### src/rtl/core/assert_macros.svh
// assertion macros shared by the rtl modules
`ifndef ASSERT_MACROS_SVH
`define ASSERT_MACROS_SVH

// concurrent assertion on an explicit clock and reset
`define ASSERT_RST(label, clk, rst, prop) \
   label: assert property (@(posedge clk) disable iff (rst) prop) \
      else $error("assertion failed");

// concurrent assertion on the block clock and reset
`define ASSERT_DEF(label, prop) \
   `ASSERT_RST(label, clock, reset, prop)

`endif

### src/rtl/core/sdf_pkg.sv
// shared types, codes and the crc step of the packet deframer
`default_nettype none

package sdf_pkg;

   typedef enum logic [2:0] {
      PH_SIG  = 3'd0,
      PH_LEN  = 3'd1,
      PH_ID   = 3'd2,
      PH_CMD  = 3'd3,
      PH_PAY  = 3'd4,
      PH_CRCL = 3'd5,
      PH_CRCH = 3'd6
   } phase_type;

   localparam logic [2:0] ST_BUSY   = 3'd0;
   localparam logic [2:0] ST_OK     = 3'd1;
   localparam logic [2:0] ST_SIGERR = 3'd2;
   localparam logic [2:0] ST_CRCERR = 3'd3;
   localparam logic [2:0] ST_LENERR = 3'd4;

   localparam logic [1:0] KIND_NONE = 2'd0;
   localparam logic [1:0] KIND_ID   = 2'd1;
   localparam logic [1:0] KIND_PAY  = 2'd2;

   localparam logic [1:0] REG_SIG_LEN   = 2'd0;
   localparam logic [1:0] REG_SIG_VALUE = 2'd1;
   localparam logic [1:0] REG_CRC_INIT  = 2'd2;

   localparam logic [15:0] CRC_POLY = 16'hA001;

   localparam int QUEUE_DEPTH = 4;
   localparam int QUEUE_AW    = $clog2(QUEUE_DEPTH);

   typedef struct packed {
      logic       valid;
      logic [7:0] data;
   } head_type;

   typedef struct packed {
      logic        valid;
      logic [1:0]  index;
      logic [63:0] data;
   } csr_write_type;

   function automatic logic [15:0] crc_byte(input logic [15:0] crc, input logic [7:0] b);
      logic [15:0] c;
      c = crc ^ {8'h00, b};
      for (int i = 0; i < 8; i++) begin
         if (c[0]) begin
            c = (c >> 1) ^ CRC_POLY;
         end else begin
            c = c >> 1;
         end
      end
      return c;
   endfunction

endpackage

`default_nettype wire

### src/rtl/core/signed_packet_deframer_crc16_unit.sv
// an accepted byte goes through the byte queue and the result register to the result side
// throughput: one byte per cycle unless stalled, set by the engine's combinational crc
// a four-entry byte queue lets the input keep flowing while a result waits on rsp_stall
// reset: synchronous, restores state and config registers and empties the queue at once
// configuration writes complete in the cycle they are presented
`default_nettype none

module signed_packet_deframer_crc16_unit #(
   parameter int MAX_SIG_BYTES = 8,
   parameter int ID_BYTES      = 32
) (
   input  wire logic        clock,
   input  wire logic        reset,
   input  wire logic        req_valid,
   output logic             req_stall,
   input  wire logic [7:0]  req_data_byte,
   output logic             rsp_valid,
   input  wire logic        rsp_stall,
   output logic [1:0]       rsp_out_kind,
   output logic [7:0]       rsp_out_byte,
   output logic             rsp_frame_end,
   output logic [2:0]       rsp_status,
   output logic [15:0]      rsp_command,
   output logic [31:0]      rsp_frame_length,
   input  wire logic        csr_valid,
   output logic             csr_ready,
   input  wire logic [1:0]  csr_index,
   input  wire logic [63:0] csr_data
);

   sdf_pkg::head_type       head;
   sdf_pkg::csr_write_type  csr_wr;
   logic                    pop;

   assign csr_ready    = 1'b1;
   assign csr_wr.valid = csr_valid && csr_ready;
   assign csr_wr.index = csr_index;
   assign csr_wr.data  = csr_data;

   sdf_queue u_queue (
      .clock         (clock),
      .reset         (reset),
      .req_valid     (req_valid),
      .req_stall     (req_stall),
      .req_data_byte (req_data_byte),
      .head_o        (head),
      .pop_i         (pop)
   );

   sdf_engine #(
      .MAX_SIG_BYTES (MAX_SIG_BYTES),
      .ID_BYTES      (ID_BYTES)
   ) u_engine (
      .clock            (clock),
      .reset            (reset),
      .head_i           (head),
      .pop_o            (pop),
      .csr_i            (csr_wr),
      .rsp_valid        (rsp_valid),
      .rsp_stall        (rsp_stall),
      .rsp_out_kind     (rsp_out_kind),
      .rsp_out_byte     (rsp_out_byte),
      .rsp_frame_end    (rsp_frame_end),
      .rsp_status       (rsp_status),
      .rsp_command      (rsp_command),
      .rsp_frame_length (rsp_frame_length)
   );

endmodule

`default_nettype wire

### src/rtl/core/sdf_queue.sv
// front side: accepts bytes into a short queue ahead of the deframing engine
`default_nettype none
`include "assert_macros.svh"

module sdf_queue (
   input  wire logic              clock,
   input  wire logic              reset,
   input  wire logic              req_valid,
   output logic                   req_stall,
   input  wire logic [7:0]        req_data_byte,
   output sdf_pkg::head_type      head_o,
   input  wire logic              pop_i
);

   logic [7:0]                    mem_ff [sdf_pkg::QUEUE_DEPTH];
   logic [sdf_pkg::QUEUE_AW-1:0]  wr_ptr_ff, wr_ptr_in;
   logic [sdf_pkg::QUEUE_AW-1:0]  rd_ptr_ff, rd_ptr_in;
   logic [sdf_pkg::QUEUE_AW:0]    count_ff, count_in;
   logic                          push;

   always_comb begin
      req_stall    = (count_ff == (sdf_pkg::QUEUE_AW+1)'(sdf_pkg::QUEUE_DEPTH));
      push         = req_valid && !req_stall;
      head_o.valid = (count_ff != '0);
      head_o.data  = mem_ff[rd_ptr_ff];
      wr_ptr_in    = push  ? wr_ptr_ff + 1'b1 : wr_ptr_ff;
      rd_ptr_in    = pop_i ? rd_ptr_ff + 1'b1 : rd_ptr_ff;
      count_in     = count_ff;
      if (push && !pop_i) begin
         count_in = count_ff + 1'b1;
      end else if (!push && pop_i) begin
         count_in = count_ff - 1'b1;
      end
   end

   always_ff @(posedge clock) begin
      if (reset) begin
         wr_ptr_ff <= '0;
         rd_ptr_ff <= '0;
         count_ff  <= '0;
      end else begin
         wr_ptr_ff <= wr_ptr_in;
         rd_ptr_ff <= rd_ptr_in;
         count_ff  <= count_in;
      end
   end

   always_ff @(posedge clock) begin
      if (push) begin
         mem_ff[wr_ptr_ff] <= req_data_byte;
      end
   end

   `ASSERT_DEF(a_pop_not_empty, pop_i |-> (count_ff != '0))

endmodule

`default_nettype wire

### src/rtl/core/sdf_engine.sv
// back side: frame parsing, crc check and the result register
`default_nettype none
`include "assert_macros.svh"

module sdf_engine #(
   parameter int MAX_SIG_BYTES = 8,
   parameter int ID_BYTES      = 32
) (
   input  wire logic                   clock,
   input  wire logic                   reset,
   input  wire sdf_pkg::head_type      head_i,
   output logic                        pop_o,
   input  wire sdf_pkg::csr_write_type csr_i,
   output logic                        rsp_valid,
   input  wire logic                   rsp_stall,
   output logic [1:0]                  rsp_out_kind,
   output logic [7:0]                  rsp_out_byte,
   output logic                        rsp_frame_end,
   output logic [2:0]                  rsp_status,
   output logic [15:0]                 rsp_command,
   output logic [31:0]                 rsp_frame_length
);

   logic [3:0]          sig_len_ff;
   logic [63:0]         sig_value_ff;
   logic [15:0]         crc_init_ff;

   sdf_pkg::phase_type  phase_ff, phase_in, ph;
   logic [31:0]         count_ff, count_in;
   logic [15:0]         crc_ff, crc_in;
   logic [31:0]         length_ff, length_in;
   logic [15:0]         cmd_ff, cmd_in;
   logic [7:0]          crc_low_ff, crc_low_in;

   logic                rsp_valid_ff, rsp_valid_in;
   logic [1:0]          kind_ff, kind_in;
   logic [7:0]          obyte_ff, obyte_in;
   logic                fend_ff, fend_in;
   logic [2:0]          status_ff, status_in;
   logic [15:0]         ocmd_ff, ocmd_in;
   logic [31:0]         olen_ff, olen_in;

   logic                fire;
   logic                restart;
   logic [3:0]          s;
   logic [31:0]         s_wide, hdr_end, id_end, cmd_end;
   logic [31:0]         cnt_inc, len_rel, cmd_rel;
   logic [7:0]          b;
   logic [15:0]         crc_next;
   logic [31:0]         len_new;
   logic [15:0]         cmd_new;
   logic                pay_done;

   always_comb begin
      fire     = head_i.valid && (!rsp_valid_ff || !rsp_stall);
      pop_o    = fire;
      b        = head_i.data;
      s        = (sig_len_ff > 4'(MAX_SIG_BYTES)) ? 4'(MAX_SIG_BYTES) : sig_len_ff;
      s_wide   = {28'd0, s};
      hdr_end  = s_wide + 32'd4;
      id_end   = hdr_end + 32'(ID_BYTES);
      cmd_end  = id_end + 32'd2;
      cnt_inc  = count_ff + 32'd1;
      len_rel  = count_ff - s_wide;
      cmd_rel  = count_ff - id_end;
      crc_next = sdf_pkg::crc_byte(crc_ff, b);
      len_new  = length_ff | ({24'd0, b} << {len_rel[1:0], 3'b000});
      cmd_new  = cmd_ff | ({8'd0, b} << {cmd_rel[0], 3'b000});
      pay_done = (length_ff < 32'd2) || (cnt_inc >= length_ff - 32'd2);
      ph       = (phase_ff == sdf_pkg::PH_SIG && count_ff >= s_wide) ?
                 sdf_pkg::PH_LEN : phase_ff;

      phase_in   = phase_ff;
      count_in   = count_ff;
      crc_in     = crc_ff;
      length_in  = length_ff;
      cmd_in     = cmd_ff;
      crc_low_in = crc_low_ff;
      restart    = 1'b0;
      kind_in    = sdf_pkg::KIND_NONE;
      obyte_in   = 8'd0;
      fend_in    = 1'b0;
      status_in  = sdf_pkg::ST_BUSY;
      ocmd_in    = 16'd0;
      olen_in    = 32'd0;

      if (fire) begin
         phase_in = ph;
         case (ph)
            sdf_pkg::PH_SIG: begin
               if (b != sig_value_ff[{count_ff[2:0], 3'b000} +: 8]) begin
                  fend_in   = 1'b1;
                  status_in = sdf_pkg::ST_SIGERR;
                  ocmd_in   = cmd_ff;
                  olen_in   = length_ff;
                  restart   = 1'b1;
               end else begin
                  crc_in   = crc_next;
                  count_in = cnt_inc;
                  if (cnt_inc >= s_wide) begin
                     phase_in = sdf_pkg::PH_LEN;
                  end
               end
            end
            sdf_pkg::PH_LEN: begin
               length_in = len_new;
               crc_in    = crc_next;
               count_in  = cnt_inc;
               if (cnt_inc >= hdr_end) begin
                  if (len_new < cmd_end + 32'd2) begin
                     fend_in   = 1'b1;
                     status_in = sdf_pkg::ST_LENERR;
                     ocmd_in   = cmd_ff;
                     olen_in   = len_new;
                     restart   = 1'b1;
                  end else begin
                     phase_in = sdf_pkg::PH_ID;
                  end
               end
            end
            sdf_pkg::PH_ID: begin
               kind_in  = sdf_pkg::KIND_ID;
               obyte_in = b;
               crc_in   = crc_next;
               count_in = cnt_inc;
               if (cnt_inc >= id_end) begin
                  phase_in = sdf_pkg::PH_CMD;
               end
            end
            sdf_pkg::PH_CMD: begin
               cmd_in   = cmd_new;
               crc_in   = crc_next;
               count_in = cnt_inc;
               if (cnt_inc >= cmd_end) begin
                  phase_in = pay_done ? sdf_pkg::PH_CRCL : sdf_pkg::PH_PAY;
               end
            end
            sdf_pkg::PH_PAY: begin
               kind_in  = sdf_pkg::KIND_PAY;
               obyte_in = b;
               crc_in   = crc_next;
               count_in = cnt_inc;
               if (pay_done) begin
                  phase_in = sdf_pkg::PH_CRCL;
               end
            end
            sdf_pkg::PH_CRCL: begin
               crc_low_in = b;
               count_in   = cnt_inc;
               phase_in   = sdf_pkg::PH_CRCH;
            end
            default: begin
               fend_in   = 1'b1;
               status_in = ({b, crc_low_ff} == crc_ff) ? sdf_pkg::ST_OK : sdf_pkg::ST_CRCERR;
               ocmd_in   = cmd_ff;
               olen_in   = length_ff;
               restart   = 1'b1;
            end
         endcase
      end

      if (restart) begin
         phase_in   = sdf_pkg::PH_SIG;
         count_in   = 32'd0;
         crc_in     = crc_init_ff;
         length_in  = 32'd0;
         cmd_in     = 16'd0;
         crc_low_in = 8'd0;
      end

      // crc_init write also seeds an idle engine
      if (csr_i.valid && csr_i.index == sdf_pkg::REG_CRC_INIT &&
          phase_ff == sdf_pkg::PH_SIG && count_ff == 32'd0) begin
         crc_in = csr_i.data[15:0];
      end

      if (fire) begin
         rsp_valid_in = 1'b1;
      end else begin
         rsp_valid_in = rsp_valid_ff && rsp_stall;
      end
   end

   always_ff @(posedge clock) begin
      if (reset) begin
         sig_len_ff   <= 4'd4;
         sig_value_ff <= 64'd0;
         crc_init_ff  <= 16'd0;
      end else if (csr_i.valid) begin
         case (csr_i.index)
            sdf_pkg::REG_SIG_LEN:   sig_len_ff   <= csr_i.data[3:0];
            sdf_pkg::REG_SIG_VALUE: sig_value_ff <= csr_i.data;
            sdf_pkg::REG_CRC_INIT:  crc_init_ff  <= csr_i.data[15:0];
            default: ;
         endcase
      end
   end

   always_ff @(posedge clock) begin
      if (reset) begin
         phase_ff     <= sdf_pkg::PH_SIG;
         count_ff     <= 32'd0;
         crc_ff       <= 16'd0;
         length_ff    <= 32'd0;
         cmd_ff       <= 16'd0;
         crc_low_ff   <= 8'd0;
         rsp_valid_ff <= 1'b0;
      end else begin
         phase_ff     <= phase_in;
         count_ff     <= count_in;
         crc_ff       <= crc_in;
         length_ff    <= length_in;
         cmd_ff       <= cmd_in;
         crc_low_ff   <= crc_low_in;
         rsp_valid_ff <= rsp_valid_in;
      end
   end

   always_ff @(posedge clock) begin
      if (fire) begin
         kind_ff   <= kind_in;
         obyte_ff  <= obyte_in;
         fend_ff   <= fend_in;
         status_ff <= status_in;
         ocmd_ff   <= ocmd_in;
         olen_ff   <= olen_in;
      end
   end

   assign rsp_valid        = rsp_valid_ff;
   assign rsp_out_kind     = kind_ff;
   assign rsp_out_byte     = obyte_ff;
   assign rsp_frame_end    = fend_ff;
   assign rsp_status       = status_ff;
   assign rsp_command      = ocmd_ff;
   assign rsp_frame_length = olen_ff;

   `ASSERT_DEF(a_fire_loads_rsp, fire |=> rsp_valid_ff)
   `ASSERT_DEF(a_crch_ends_frame, (fire && phase_ff == sdf_pkg::PH_CRCH) |=> fend_ff)
   `ASSERT_DEF(a_count_past_sig, (phase_ff != sdf_pkg::PH_SIG) |-> (count_ff != 32'd0))

endmodule

`default_nettype wire

### config.mk
export PLATFORM = sky130hd
export DESIGN_NAME = signed_packet_deframer_crc16_unit
export DESIGN_NICKNAME = d
export VERILOG_FILES = /design/src/rtl/core/sdf_pkg.sv /design/src/rtl/core/signed_packet_deframer_crc16_unit.sv /design/src/rtl/core/sdf_queue.sv /design/src/rtl/core/sdf_engine.sv
export VERILOG_INCLUDE_DIRS = /design/src /design/src/rtl/core
export SDC_FILE = /design/constraint.sdc
export NUM_CORES = 1
export LEC_CHECK = 0
export BUFFER_PORTS_ARGS = -buffer_cell sky130_fd_sc_hd__buf_2
export CAP_MARGIN = 20
export CORE_MARGIN = 5
export CORE_UTILIZATION = 25
export CTS_BUF_LIST = sky130_fd_sc_hd__clkbuf_8
export DETAILED_ROUTE_END_ITERATION = 10
export SLEW_MARGIN = 5
export SYNTH_ARGS = -nofsm -noshare
export SYNTH_HDL_FRONTEND = slang
export SYNTH_SLANG_ARGS = --single-unit
### constraint.sdc
create_clock -name clock -period 8.21 [get_ports clock]
set_input_delay 0 -clock clock [delete_from_list [all_inputs] [get_ports clock]]
set_output_delay 0 -clock clock [all_outputs]
set_load 0.02 [all_outputs]
==> results.md <==
- P_leak: 7.29 nW
- Max Root-Sink Buffers: 3
- Internal power: 0.00355 W
- Fraction of layout cells with a size suffix above 1: 0.152
- Worst Setup End Kind: flop
- Area of the mapped netlist: 0.0152 mm²
- TritonCTS clock tree: built
- Via count: 12800
- CP max stage cell: dfxtp_1
- Sequential fraction of the synthesis area: 0.449
- Hold Fails Final Rpt: 0
- Via/cell ratio: 4.77
- Clock share of power: 0.247
- Post-DP HPWL: 33100 µm
- Combinational share of power: 0.425
- Vias in the first global route: around 13000
- DRC viols: 0
- Die Area: 0.0660 mm²
- Worst Setup Slack post-DPL: 2080 ps
- Slew Limit Fails: 0
- Crit path max fanout: 42
- Hold Crit Class: input port to flop
- Yosys Warn Count: 0
- Post-synth EDFFs: 94
- Slew Limit Headroom: 0.291
- # setup viols final: 0
- Post-Route Skew: approximately 36 ps
- Max Cap Viol: 0
- Post-Synthesis Cells: 1649
- Worst setup margin: 2060 ps
- Sequential power share: 0.328
- Initial core utilization: 0.253
- CP required: 8680 ps
- # diodes: 0
- Largest net degree at the start of global routing: 85
- Post-route antenna net violation count: 0
- Global-route wire length before repair: 72300 µm
- Period utilization: 0.749
- #FFs+latches synth: just under 300
- Clk root buf: clkbuf_8
- Fmax: roughly 0.16 GHz
- Die Width: approximately 260 µm
- NetSw: around 0.0024 W
- Fin area: 0.0187 mm²
- Main flop type after synthesis: dfxtp_1
- Setup crit start kind: flop
- Placed insts: approximately 2500
- Clk_lat worst skew: 610 ps
- Sw frac: 0.398
- GRT Resource Usage Total: 0.136
- GPL Wtd Cong: 0.895
- H-tree Lvls: 2
- Worst-Margin Slew: roughly 1100 ps
- Initial antenna violation count: 0
- Core Region: 0.0604 mm²
- Fin cells: 2676
- Avg WL per Cell: 17.2 µm
- Synth cell types: between 70 and 80
- Placed cell area: 0.0166 mm²
- Worst Hold Slack: between 150 and 200 ps
- Avg Inst Size Synth: 9.24 µm²
- Drt pass-1 iters: 7
- Final net count: between 1500 and 2000
- Final Critical Period: roughly 6000 ps
- Setup TNS Final: 0 ps
- Outcome: completed
- Port Buffers: 142
- # rows: 90
- PwrDens: 316 mW/mm²
- CP cell instances: clkinv_1 -> nand2_1 -> fa_1 -> inv_1 -> nand2_1 -> nor2_1 -> or2_2 -> ha_1 -> a21oi_1 -> o21a_1 -> o2111ai_1 -> a311oi_1 -> nand4_1 -> nor3_1 -> a2bb2oi_2 -> buf_4 -> nand2b_2 -> buf_4 -> nor3_1
- Clk sinks: 295
- Die Ht: 257 µm
- Crit Path Class: flop to flop
- Unrepaired setup endpoints after global routing: no
- Slowest stage delay, CP: 750 ps
- CP Data Arrival Time: approximately 6600 ps
- Most frequent cells in the layout: 225 x nand2_1, 200 x dfxtp_1, 172 x nor2_1
- Routed WL: 46000 µm
- Ys async rst share: 0
- Initial DRC count: 944
- Number of CTS-inserted buffers: 52
- Congestion Overflow GR: 0
- Most common cell after layout, fill and taps aside: nand2_1
- Worst vdd ir: 0.215 mV
- IO Pins: around 140
- P&R area growth vs syn: 22.4%
- CTS clock-pin slew for the worst setup and hold paths: around 60 ps
## per-layer routing
layer | vias to the layer above | routed length [µm] | share of wire | global-route usage
met3 | 87 | 2790 | 0.061 | 0.0292
met5 | - | 0 | 0 | 0
met2 | 348 | 22100 | 0.48 | 0.231
met4 | 0 | 1330 | 0.029 | 0.0431
met1 | 6147 | 19800 | 0.43 | 0.173
li1 | 6179 | - | - | -
## sequential cells by signal (all words and copies together), names as in the netlist, 4 cells and up, named ones only
signal / count
u_engine.cmd_ff: 16
u_engine.count_ff: 32
u_engine.crc_ff: 16
u_engine.crc_init_ff: 16
u_engine.crc_low_ff: 8
u_engine.length_ff: 32
u_engine.rsp_command: 16
u_engine.rsp_frame_length: 32
u_engine.rsp_out_byte: 8
u_engine.sig_len_ff: 4
u_engine.sig_value_ff: 64
u_queue.mem_ff: 32
## cells in the mapped netlist (6+ instances only)
cell type	count	share of area
a21o_1	26	0.013
a21oi_1	169	0.055
a22oi_1	9	0.0044
a31oi_1	7	0.0029
a41oi_1	8	0.0046
and2_1	34	0.014
and3_1	11	0.0045
buf_2	28	0.0092
buf_4	6	0.0030
clkbuf_1	63	0.016
dfxtp_1	201	0.26
edfxtp_1	94	0.19
ha_1	64	0.053
inv_1	26	0.0064
mux2i_1	46	0.030
mux4_2	16	0.024
nand2_1	225	0.055
nand3_1	29	0.0095
nand4_1	27	0.011
nor2_1	172	0.042
nor2b_1	31	0.013
nor3_1	43	0.014
nor4_1	24	0.0099
nor4_2	7	0.0057
o21ai_0	34	0.011
or2_2	10	0.0041
or3_1	17	0.0070
or4_1	8	0.0039
xnor2_1	99	0.057
xor2_1	33	0.019
## area by class of cell
class,instances,area [µm²]
clock buffers,64,881
clock inverters,32,253
fillers,6318,41700
inverters,28,105
multi-input cells,1228,7850
flip-flops and latches,295,6850
well taps,782,978
repair buffers,247,1750
## worst paths after layout
kind / startpoint / endpoint / slack [ps] / depth (start not counted)
hold reg to reg: u_engine.crc_init_ff[6] / u_engine.crc_init_ff[6] / 450 / 2
setup reg to reg: u_engine.count_ff[0] / u_engine.count_ff[31] / 2060 / 19
hold / removal: req_data_byte[4] / u_queue.mem_ff[2][4] / 170 / 2
setup / recovery: u_engine.count_ff[0] / u_engine.count_ff[31] / 2060 / 19
## stage by stage
stage / total power (W) / util
after global routing: 0.00631 / 0.309
after floorplan: 0.00375 / -
final: 0.00590 / 0.309
after global placement: 0.00439 / 0.275
after detailed placement: 0.00444 / 0.275
after CTS: 0.00597 / 0.308
## power by group through the flow
stage,registers (W),logic [W],clock network [W]
3_3_place_gp,0.00197,0.00242,0
6_report,0.00194,0.00251,0.00146
5_1_grt,0.00197,0.00277,0.00158
2_1_floorplan,0.00208,0.00167,0
3_5_place_dp,0.00197,0.00247,0
4_1_cts,0.00194,0.00251,0.00151
## what timing repair did
| item | in CTS | in global routing |
|---|---|---|
| setup endpoints to repair | 0 | 0 |
| endpoints found under the hold margin | 135 | 0 |
| hold buffers | 87 | 0 |
| gates resized for setup | 0 | 0 |
| buffers inserted | 0 | 0 |
## worst max-delay path, delay by kind of cell (launching register included)
kind	cells	cell delay (ps)
simple gates	8	2030
buf+inv	4	1530
fa+ha+maj	2	890
compound gates	5	770
flops	1	750
## kinds of logic after synthesis
family / Yosys count / synth area share
muxes: 68 / 0.0583
xor gates and xnor gates: 133 / 0.0774
adders and majority gates: 66 / 0.0552
AOI/OAI and AO/OA: 295 / 0.114
buffers and inverters: 132 / 0.0378
and+or+nand+nor: 658 / 0.208
other: 2 / 0.000493
DFF: 295 / 0.449
No activity file was read; power rests on OpenSTA's default activity.
